$ cat config.mk
export PLATFORM = sky130hd
export DESIGN_NAME = imu_magnitude_ema_filter
export DESIGN_NICKNAME = d
export VERILOG_FILES = /design/src/hdl/imu_mag_pkg.sv /design/src/hdl/imu_magnitude_ema_filter.sv
export VERILOG_INCLUDE_DIRS = /design/src /design/src/hdl
export SDC_FILE = /design/constraint.sdc
export NUM_CORES = 2
export LEC_CHECK = 0
export BUFFER_PORTS_ARGS = -buffer_cell sky130_fd_sc_hd__buf_4
export CAP_MARGIN = 25
export CORE_MARGIN = 5
export CORE_UTILIZATION = 29
export DETAILED_ROUTE_END_ITERATION = 10
export GPL_ROUTABILITY_DRIVEN = 0
export MAX_ROUTING_LAYER = met4
export PLACE_DENSITY = 0.52
export REMOVE_ABC_BUFFERS = 1
export SLEW_MARGIN = 20
export SYNTH_ARGS = -nofsm -noshare
export SYNTH_HDL_FRONTEND = slang
export SYNTH_SLANG_ARGS = --single-unit
$ cat constraint.sdc
create_clock -name clk -period 12.45 [get_ports clk]
set_input_delay 0 -clock clk [delete_from_list [all_inputs] [get_ports clk]]
set_output_delay 0 -clock clk [all_outputs]
set_load 0.01 [all_outputs]
$ cat src/hdl/assert_macros.svh
// assertion helpers, empty when synthesizing
`ifndef ASSERT_MACROS_SVH
`define ASSERT_MACROS_SVH

`ifndef SYNTHESIS
`define ASSERT_CLK(label, prop) \
  label: assert property (@(posedge clk) disable iff (rst) prop) \
    else $error("assertion failed");
`define ASSERT_ANY(label, prop) \
  label: assert property (@(posedge clk) prop) \
    else $error("assertion failed");
`else
`define ASSERT_CLK(label, prop)
`define ASSERT_ANY(label, prop)
`endif

`endif

$ cat src/hdl/imu_mag_pkg.sv
`default_nettype none
package imu_mag_pkg;

  localparam int AXIS_W = 16;
  localparam int MAG_W = 20;
  localparam int WEIGHT_W = 11;
  localparam int WEIGHT_FRAC = 10;
  localparam int MUL_W = MAG_W + 1;
  localparam int T_W = 32;

  localparam logic [WEIGHT_W-1:0] WEIGHT_ONE = WEIGHT_W'(1024);
  localparam logic [WEIGHT_W-1:0] WEIGHT_RESET = WEIGHT_W'(614);
  localparam logic [T_W-1:0] ROUND_HALF = T_W'(512);
  localparam logic [MAG_W-1:0] MAG_MAX = {MAG_W{1'b1}};

  typedef enum logic [2:0] {
    ST_IDLE,
    ST_SQUARE,
    ST_ROOT,
    ST_MUL,
    ST_UPDATE,
    ST_DONE
  } state_t;

endpackage
`default_nettype wire

$ cat src/hdl/imu_magnitude_ema_filter.sv
`default_nettype none
// Takes one six-axis sample word and returns the accelerometer and gyro vector
// magnitudes (sqrt of the sum of squares, FRAC_BITS fraction bits, rounded
// down, saturated to 20 bits) together with their updated moving averages,
// avg += round(new_weight * (mag - avg) / 1024); weights above 1024 act as
// 1024. Only the low SAMPLE_BITS bits of each axis are used, as a signed value.
// One multiplier squares the axes and forms the average products, and one
// restoring square root unit yields one result bit per cycle, so a sample is
// accepted only in the idle state, after the previous sample's result has
// been loaded into the output register.
// The result sits in an output register; the next sample may be taken while
// it waits. new_weight may be written at any time the block is idle.
module imu_magnitude_ema_filter #(
  parameter int FRAC_BITS = 4,
  parameter int SAMPLE_BITS = 16
) (
  input  wire                                  clk,
  input  wire                                  rst,
  input  wire                                  cfg_valid,
  output logic                                 cfg_ready,
  input  wire  [imu_mag_pkg::WEIGHT_W-1:0]     new_weight,
  input  wire                                  in_valid,
  output logic                                 in_ready,
  input  wire  signed [imu_mag_pkg::AXIS_W-1:0] acc_x,
  input  wire  signed [imu_mag_pkg::AXIS_W-1:0] acc_y,
  input  wire  signed [imu_mag_pkg::AXIS_W-1:0] acc_z,
  input  wire  signed [imu_mag_pkg::AXIS_W-1:0] rate_x,
  input  wire  signed [imu_mag_pkg::AXIS_W-1:0] rate_y,
  input  wire  signed [imu_mag_pkg::AXIS_W-1:0] rate_z,
  output logic                                 out_valid,
  input  wire                                  out_ready,
  output logic [imu_mag_pkg::MAG_W-1:0]        acc_magnitude,
  output logic [imu_mag_pkg::MAG_W-1:0]        rate_magnitude,
  output logic [imu_mag_pkg::MAG_W-1:0]        acc_smoothed,
  output logic [imu_mag_pkg::MAG_W-1:0]        rate_smoothed
);
  import imu_mag_pkg::*;

  localparam int SQ_W = 2 * SAMPLE_BITS;
  localparam int RAD_W = SQ_W + 2 * FRAC_BITS;
  localparam int ROOT_W = RAD_W / 2;
  localparam int REM_W = ROOT_W + 2;
  localparam int CNT_W = $clog2(ROOT_W + 1);
  localparam int PROD_W = 2 * MUL_W;

  state_t state, state_next;

  logic [WEIGHT_W-1:0] weight;
  logic [CNT_W-1:0] cnt;
  logic vec;

  logic [AXIS_W-1:0] acc_x_q, acc_y_q, acc_z_q, rate_x_q, rate_y_q, rate_z_q;
  logic [SQ_W-1:0] sum;
  logic signed [PROD_W-1:0] prod;
  logic [RAD_W-1:0] rad;
  logic [REM_W-1:0] rem;
  logic [ROOT_W-1:0] root;
  logic [MAG_W-1:0] acc_mag, rate_mag;
  logic [MAG_W-1:0] acc_average, rate_average;

  logic in_fire, load_out;
  logic sq_last, root_last;

  // shared multiplier
  logic [AXIS_W-1:0] raw_sel;
  logic signed [MUL_W-1:0] sample_sel;
  logic [WEIGHT_W-1:0] weight_eff;
  logic [MAG_W-1:0] mag_sel, avg_sel;
  logic signed [MUL_W-1:0] diff;
  logic signed [MUL_W-1:0] mul_a, mul_b;
  logic signed [PROD_W-1:0] mul_out;

  // square root step
  logic [REM_W-1:0] rem_sh, trial;
  logic root_bit;
  logic [ROOT_W-1:0] root_next;
  logic [ROOT_W+MAG_W-1:0] root_ext;
  logic [MAG_W-1:0] root_sat;

  // average update
  logic signed [T_W-1:0] t_sum, q_step, avg_next;
  logic [MAG_W-1:0] avg_clamped;

  assign in_fire = in_valid && in_ready;
  assign sq_last = (cnt == CNT_W'(3));
  assign root_last = (cnt == CNT_W'(ROOT_W - 1));
  assign cfg_ready = 1'b1;

  always_comb begin
    case (cnt[1:0])
      2'd0: raw_sel = vec ? rate_x_q : acc_x_q;
      2'd1: raw_sel = vec ? rate_y_q : acc_y_q;
      default: raw_sel = vec ? rate_z_q : acc_z_q;
    endcase
  end

  assign sample_sel = MUL_W'(signed'(raw_sel[SAMPLE_BITS-1:0]));
  assign weight_eff = (weight > WEIGHT_ONE) ? WEIGHT_ONE : weight;
  assign mag_sel = vec ? rate_mag : acc_mag;
  assign avg_sel = vec ? rate_average : acc_average;
  assign diff = signed'({1'b0, mag_sel}) - signed'({1'b0, avg_sel});
  assign mul_a = (state == ST_MUL) ? diff : sample_sel;
  assign mul_b = (state == ST_MUL) ? MUL_W'(signed'({1'b0, weight_eff})) : sample_sel;
  assign mul_out = mul_a * mul_b;

  assign rem_sh = {rem[REM_W-3:0], rad[RAD_W-1 -: 2]};
  assign trial = {root, 2'b01};
  assign root_bit = (rem_sh >= trial);
  assign root_next = {root[ROOT_W-2:0], root_bit};
  assign root_ext = {{MAG_W{1'b0}}, root_next};
  assign root_sat = (|root_ext[ROOT_W+MAG_W-1:MAG_W]) ? MAG_MAX : root_ext[MAG_W-1:0];

  assign t_sum = signed'(prod[T_W-1:0]) + signed'(ROUND_HALF);
  assign q_step = t_sum >>> WEIGHT_FRAC;
  assign avg_next = T_W'(signed'({1'b0, avg_sel})) + q_step;

  always_comb begin
    if (avg_next[T_W-1]) begin
      avg_clamped = '0;
    end else if (|avg_next[T_W-2:MAG_W]) begin
      avg_clamped = MAG_MAX;
    end else begin
      avg_clamped = avg_next[MAG_W-1:0];
    end
  end

  // next state
  always_comb begin
    state_next = state;
    unique case (state)
      ST_IDLE: begin
        if (in_valid) state_next = ST_SQUARE;
      end
      ST_SQUARE: begin
        if (sq_last) state_next = ST_ROOT;
      end
      ST_ROOT: begin
        if (root_last) state_next = vec ? ST_MUL : ST_SQUARE;
      end
      ST_MUL: state_next = ST_UPDATE;
      ST_UPDATE: state_next = vec ? ST_DONE : ST_MUL;
      ST_DONE: begin
        if (!out_valid || out_ready) state_next = ST_IDLE;
      end
      default: state_next = ST_IDLE;
    endcase
  end

  // control outputs
  always_comb begin
    in_ready = 1'b0;
    load_out = 1'b0;
    unique case (state)
      ST_IDLE: in_ready = 1'b1;
      ST_DONE: load_out = !out_valid || out_ready;
      default: begin
      end
    endcase
  end

  always_ff @(posedge clk) begin
    if (rst) begin
      state <= ST_IDLE;
      weight <= WEIGHT_RESET;
      cnt <= '0;
      vec <= 1'b0;
      out_valid <= 1'b0;
      acc_average <= '0;
      rate_average <= '0;
    end else begin
      state <= state_next;
      if (cfg_valid) weight <= new_weight;
      if (in_fire) begin
        cnt <= '0;
        vec <= 1'b0;
      end else if (state == ST_SQUARE) begin
        cnt <= sq_last ? '0 : cnt + 1'b1;
      end else if (state == ST_ROOT) begin
        cnt <= root_last ? '0 : cnt + 1'b1;
        if (root_last) vec <= !vec;
      end else if (state == ST_UPDATE) begin
        vec <= !vec;
      end
      if (state == ST_UPDATE) begin
        if (vec) rate_average <= avg_clamped;
        else acc_average <= avg_clamped;
      end
      if (load_out) out_valid <= 1'b1;
      else if (out_ready) out_valid <= 1'b0;
    end
  end

  always_ff @(posedge clk) begin
    if (in_fire) begin
      acc_x_q <= acc_x;
      acc_y_q <= acc_y;
      acc_z_q <= acc_z;
      rate_x_q <= rate_x;
      rate_y_q <= rate_y;
      rate_z_q <= rate_z;
    end
    if (state == ST_SQUARE || state == ST_MUL) prod <= mul_out;
    if (state == ST_SQUARE) begin
      sum <= (cnt == '0) ? '0 : sum + prod[SQ_W-1:0];
      if (sq_last) begin
        rad <= RAD_W'(sum + prod[SQ_W-1:0]) << (2 * FRAC_BITS);
        rem <= '0;
        root <= '0;
      end
    end
    if (state == ST_ROOT) begin
      rad <= rad << 2;
      rem <= root_bit ? rem_sh - trial : rem_sh;
      root <= root_next;
      if (root_last) begin
        if (vec) rate_mag <= root_sat;
        else acc_mag <= root_sat;
      end
    end
    if (load_out) begin
      acc_magnitude <= acc_mag;
      rate_magnitude <= rate_mag;
      acc_smoothed <= acc_average;
      rate_smoothed <= rate_average;
    end
  end

`include "assert_macros.svh"

  `ASSERT_CLK(a_start_clean, in_fire |=> (state == ST_SQUARE && cnt == '0 && !vec))
  `ASSERT_CLK(a_root_count, (state == ST_ROOT) |-> (cnt < CNT_W'(ROOT_W)))
  `ASSERT_CLK(a_result_load, load_out |=> (out_valid && state == ST_IDLE))
  `ASSERT_CLK(a_weight_cap, weight_eff <= WEIGHT_ONE)
  `ASSERT_ANY(a_reset_clear, rst |=> (!out_valid && acc_average == '0 && state == ST_IDLE))

endmodule
`default_nettype wire

==> flow_metrics.py <==
metrics = {
    "global_routing": {
        "grt_usage": 0.166,
        "antenna_found_initial": 11,
        "grt_pass1_vias": 24800,
        "busiest_layer": "met2",
        "grt.met3_usage": 0.0246,
        "overflow": 0,
        "grt_pass1_wl_um": 152000,
        "gr-usage-met1": 0.228,
        "grt_max_degree": 70,
        "use_met2": 0.261,
    },
    "synth": {
        "synthCells": 3226,
        "ys_top_cells_by_count": "inv_1, edfxtp_1, fa_1",
        "synth-edff-count": 352,
        "synth-seq-cells": 413,
        "synth-main-ff-cell": "edfxtp_1",
        "yosysMostFrequentCell": "inv_1",
        "async_flop_share": 0,
        "yosysSeqAreaShare": 0.352,
        "synth.top_cell.area_share": 0.315,
        "synth_cell_type_count": 81,
        "syn-cell-area_mm2": 0.0335,
        "syn_area_per_cell_um2": 10.4,
        "yosysTopAreaCell": "edfxtp_1",
        "synth_area_leaders": "edfxtp_1, fa_1, ha_1",
        "yosysWarnings": 0,
    },
    "floorplan": {
        "fp-row-count": 124,
        "die_h_um": 350,
        "die_x_um": 350,
        "ioPinCount": 195,
        "initial_core_util": 0.293,
        "coreArea_mm2": 0.115,
        "die_area_mm2": 0.122,
    },
    "placed_design": {
        "port_buffers": 193,
        "hpwl_um": 77200,
    },
    "sta": {
        "setup_viol": 0,
        "rsz0062_at_grt": "false",
        "setup-tns-final_ns": 0,
        "period_minus_slack_ns": 10.69,
        "fin_crit_sh": 0.859,
        "hold_viol": 0,
        "maxSlewViolCount": 0,
        "finClkSkew_ns": 0.0334,
        "fmax_mhz": 93.5,
        "slew_headroom": 0.337,
        "tightest_slew_ns": 0.967,
    },
    "worst_hold_path": {
        "hold_depth": 2,
        "min_from": "rate_z[3]",
        "min_to": "rate_z_q[3]",
        "hp-class": "input pin to register",
    },
    "drt": {
        "drcViolationCount": 0,
        "wl_um": 99600,
        "drt_iter0_drc": 1732,
        "vias_per_cell": 4.80,
        "ant_nets": 0,
        "dr_total_vias": 24400,
        "wl_per_cell_um": 19.6,
        "first_pass_iters": 5,
    },
    "final_layout": {
        "drive_gt1_frac": 0.113,
        "reg_top3": "prod: 32 flops, rad: 32 flops, sum: 32 flops",
        "area_growth_pct": 18.5,
        "fillers": 11600,
        "num-nets-final": 4193,
    },
    "worst_setup_path": {
        "setup.worst_path.class": "register to register",
        "endpoint_kind": "register",
        "worstSetupStartpointType": "register",
        "path_max_fanout": 41,
        "r2r_cells": 31,
        "path_common_cell": "fa_1",
        "r2r_start": "vec",
        "critPathMaxStageDelay_ns": 0.79,
        "critPathArrivalTime_ns": 11.03,
        "cp_slowest_cell": "dfxtp_4",
        "regToRegSetupSlack_ns": 1.76,
        "r2r-end": "prod[31]",
        "worstPathRequired_ns": 12.79,
    },
    "flow_run": {
        "drv_cap": 0,
    },
    "clock_tree": {
        "clk_pin_slew_ns": 0.06,
        "post_cts_buffers": 0,
        "clockBufferDepth": 3,
        "numCtsBuffers": 48,
        "clk_latency_ns": 0.61,
        "clock-root-buffer": "clkbuf_16",
        "cts.htree.levels": 2,
        "tritoncts": "done",
        "clock_sinks": 413,
    },
    "run_status": {
        "status": "completed",
    },
}
logic make-up (layout without fill, tap and decap cells):
logic type,after synthesis,after routing,share of synthesized area
other,2,11,0.000224
adder cells (fa/ha/maj),548,548,0.283
AO/OA/AOI/OAI,530,530,0.106
buffers and inverters,681,1027,0.0785
flip-flops,413,413,0.352
AND/OR/NAND/NOR,813,813,0.112
XOR/XNOR,136,136,0.0360
multiplexers,103,103,0.0320
worst max-delay path, delay by kind of cell (launching register included):
family	cells	cell delay [ns]
adders and majority gates	10	4.56
AOI/OAI and AO/OA	12	3.17
DFF	1	0.79
and+or+nand+nor	3	0.78
muxes	1	0.44
xor gates and xnor gates	1	0.38
buffers and inverters	4	0.20
metrics by stage:
step	area, um2	worst slack, ns	hold slack (ns)	instances	util
finish	39700	1.76	0.124	5093	0.347
global route	39700	1.15	0.105	5093	0.347
CTS	39600	1.70	0.0781	5081	0.346
detailed placement	36800	1.72	0.179	4863	0.321
global placement	36800	1.90	0.179	4863	0.321
floorplan	33000	0.807	0.0691	3107	-
cells in the final DEF (no fill, tap or decap), types with 15 or more instances in the layout:
cell	instances
a211oi_1	25
a21o_1	61
a21oi_1	130
a221o_1	32
a31oi_1	30
and2_1	45
and3_1	24
buf_4	246
clkbuf_16	48
dfxtp_1	60
dlygate4sd3_1	129
edfxtp_1	352
fa_1	351
ha_1	197
inv_1	561
mux2_2	34
mux2i_1	69
nand2_1	326
nand3_1	47
nand4_1	17
nor2_1	197
nor2b_1	20
nor3_1	50
o21a_1	24
o21ai_0	97
o31ai_1	15
xnor2_1	92
xor2_1	43
timing repair:
item | 4_1_cts | 5_1_grt
hold buffers | 129 | 0
setup endpoints to repair | 0 | 0
resized for setup | 0 | 0
hold endpoints to repair | 115 | 0
cell type report:
type | instances | area (um2) | share of cell area
Multi-Input combinational cell | 2132 | 19100 | 0.482
Sequential cell | 413 | 11800 | 0.297
Timing Repair Buffer | 376 | 3160 | 0.0795
Inverter | 562 | 2110 | 0.0531
Tap cell | 1512 | 1890 | 0.0477
Clock buffer | 55 | 1230 | 0.0309
Clock inverter | 34 | 353 | 0.00889
Antenna cell | 9 | 22.5 | 0.000567
worst max-delay path by stage:
stage / start / end / slack (ns)
finish: vec / prod[31] / 1.76
global route: vec / prod[31] / 1.15
CTS: vec / prod[31] / 1.70
detailed placement: vec / prod[31] / 1.72
global placement: vec / prod[31] / 1.90
floorplan: vec / prod[31] / 0.81
layer usage:
metal  wire, um  vias up
met1      45500    12200
met3       5840      126
li1           -    11400
met5          0        -
met4       2300        0
met2      46000      720
Power is not shown: default switching activity piles up to over one toggle a cycle in this logic, so the estimate is an artifact.
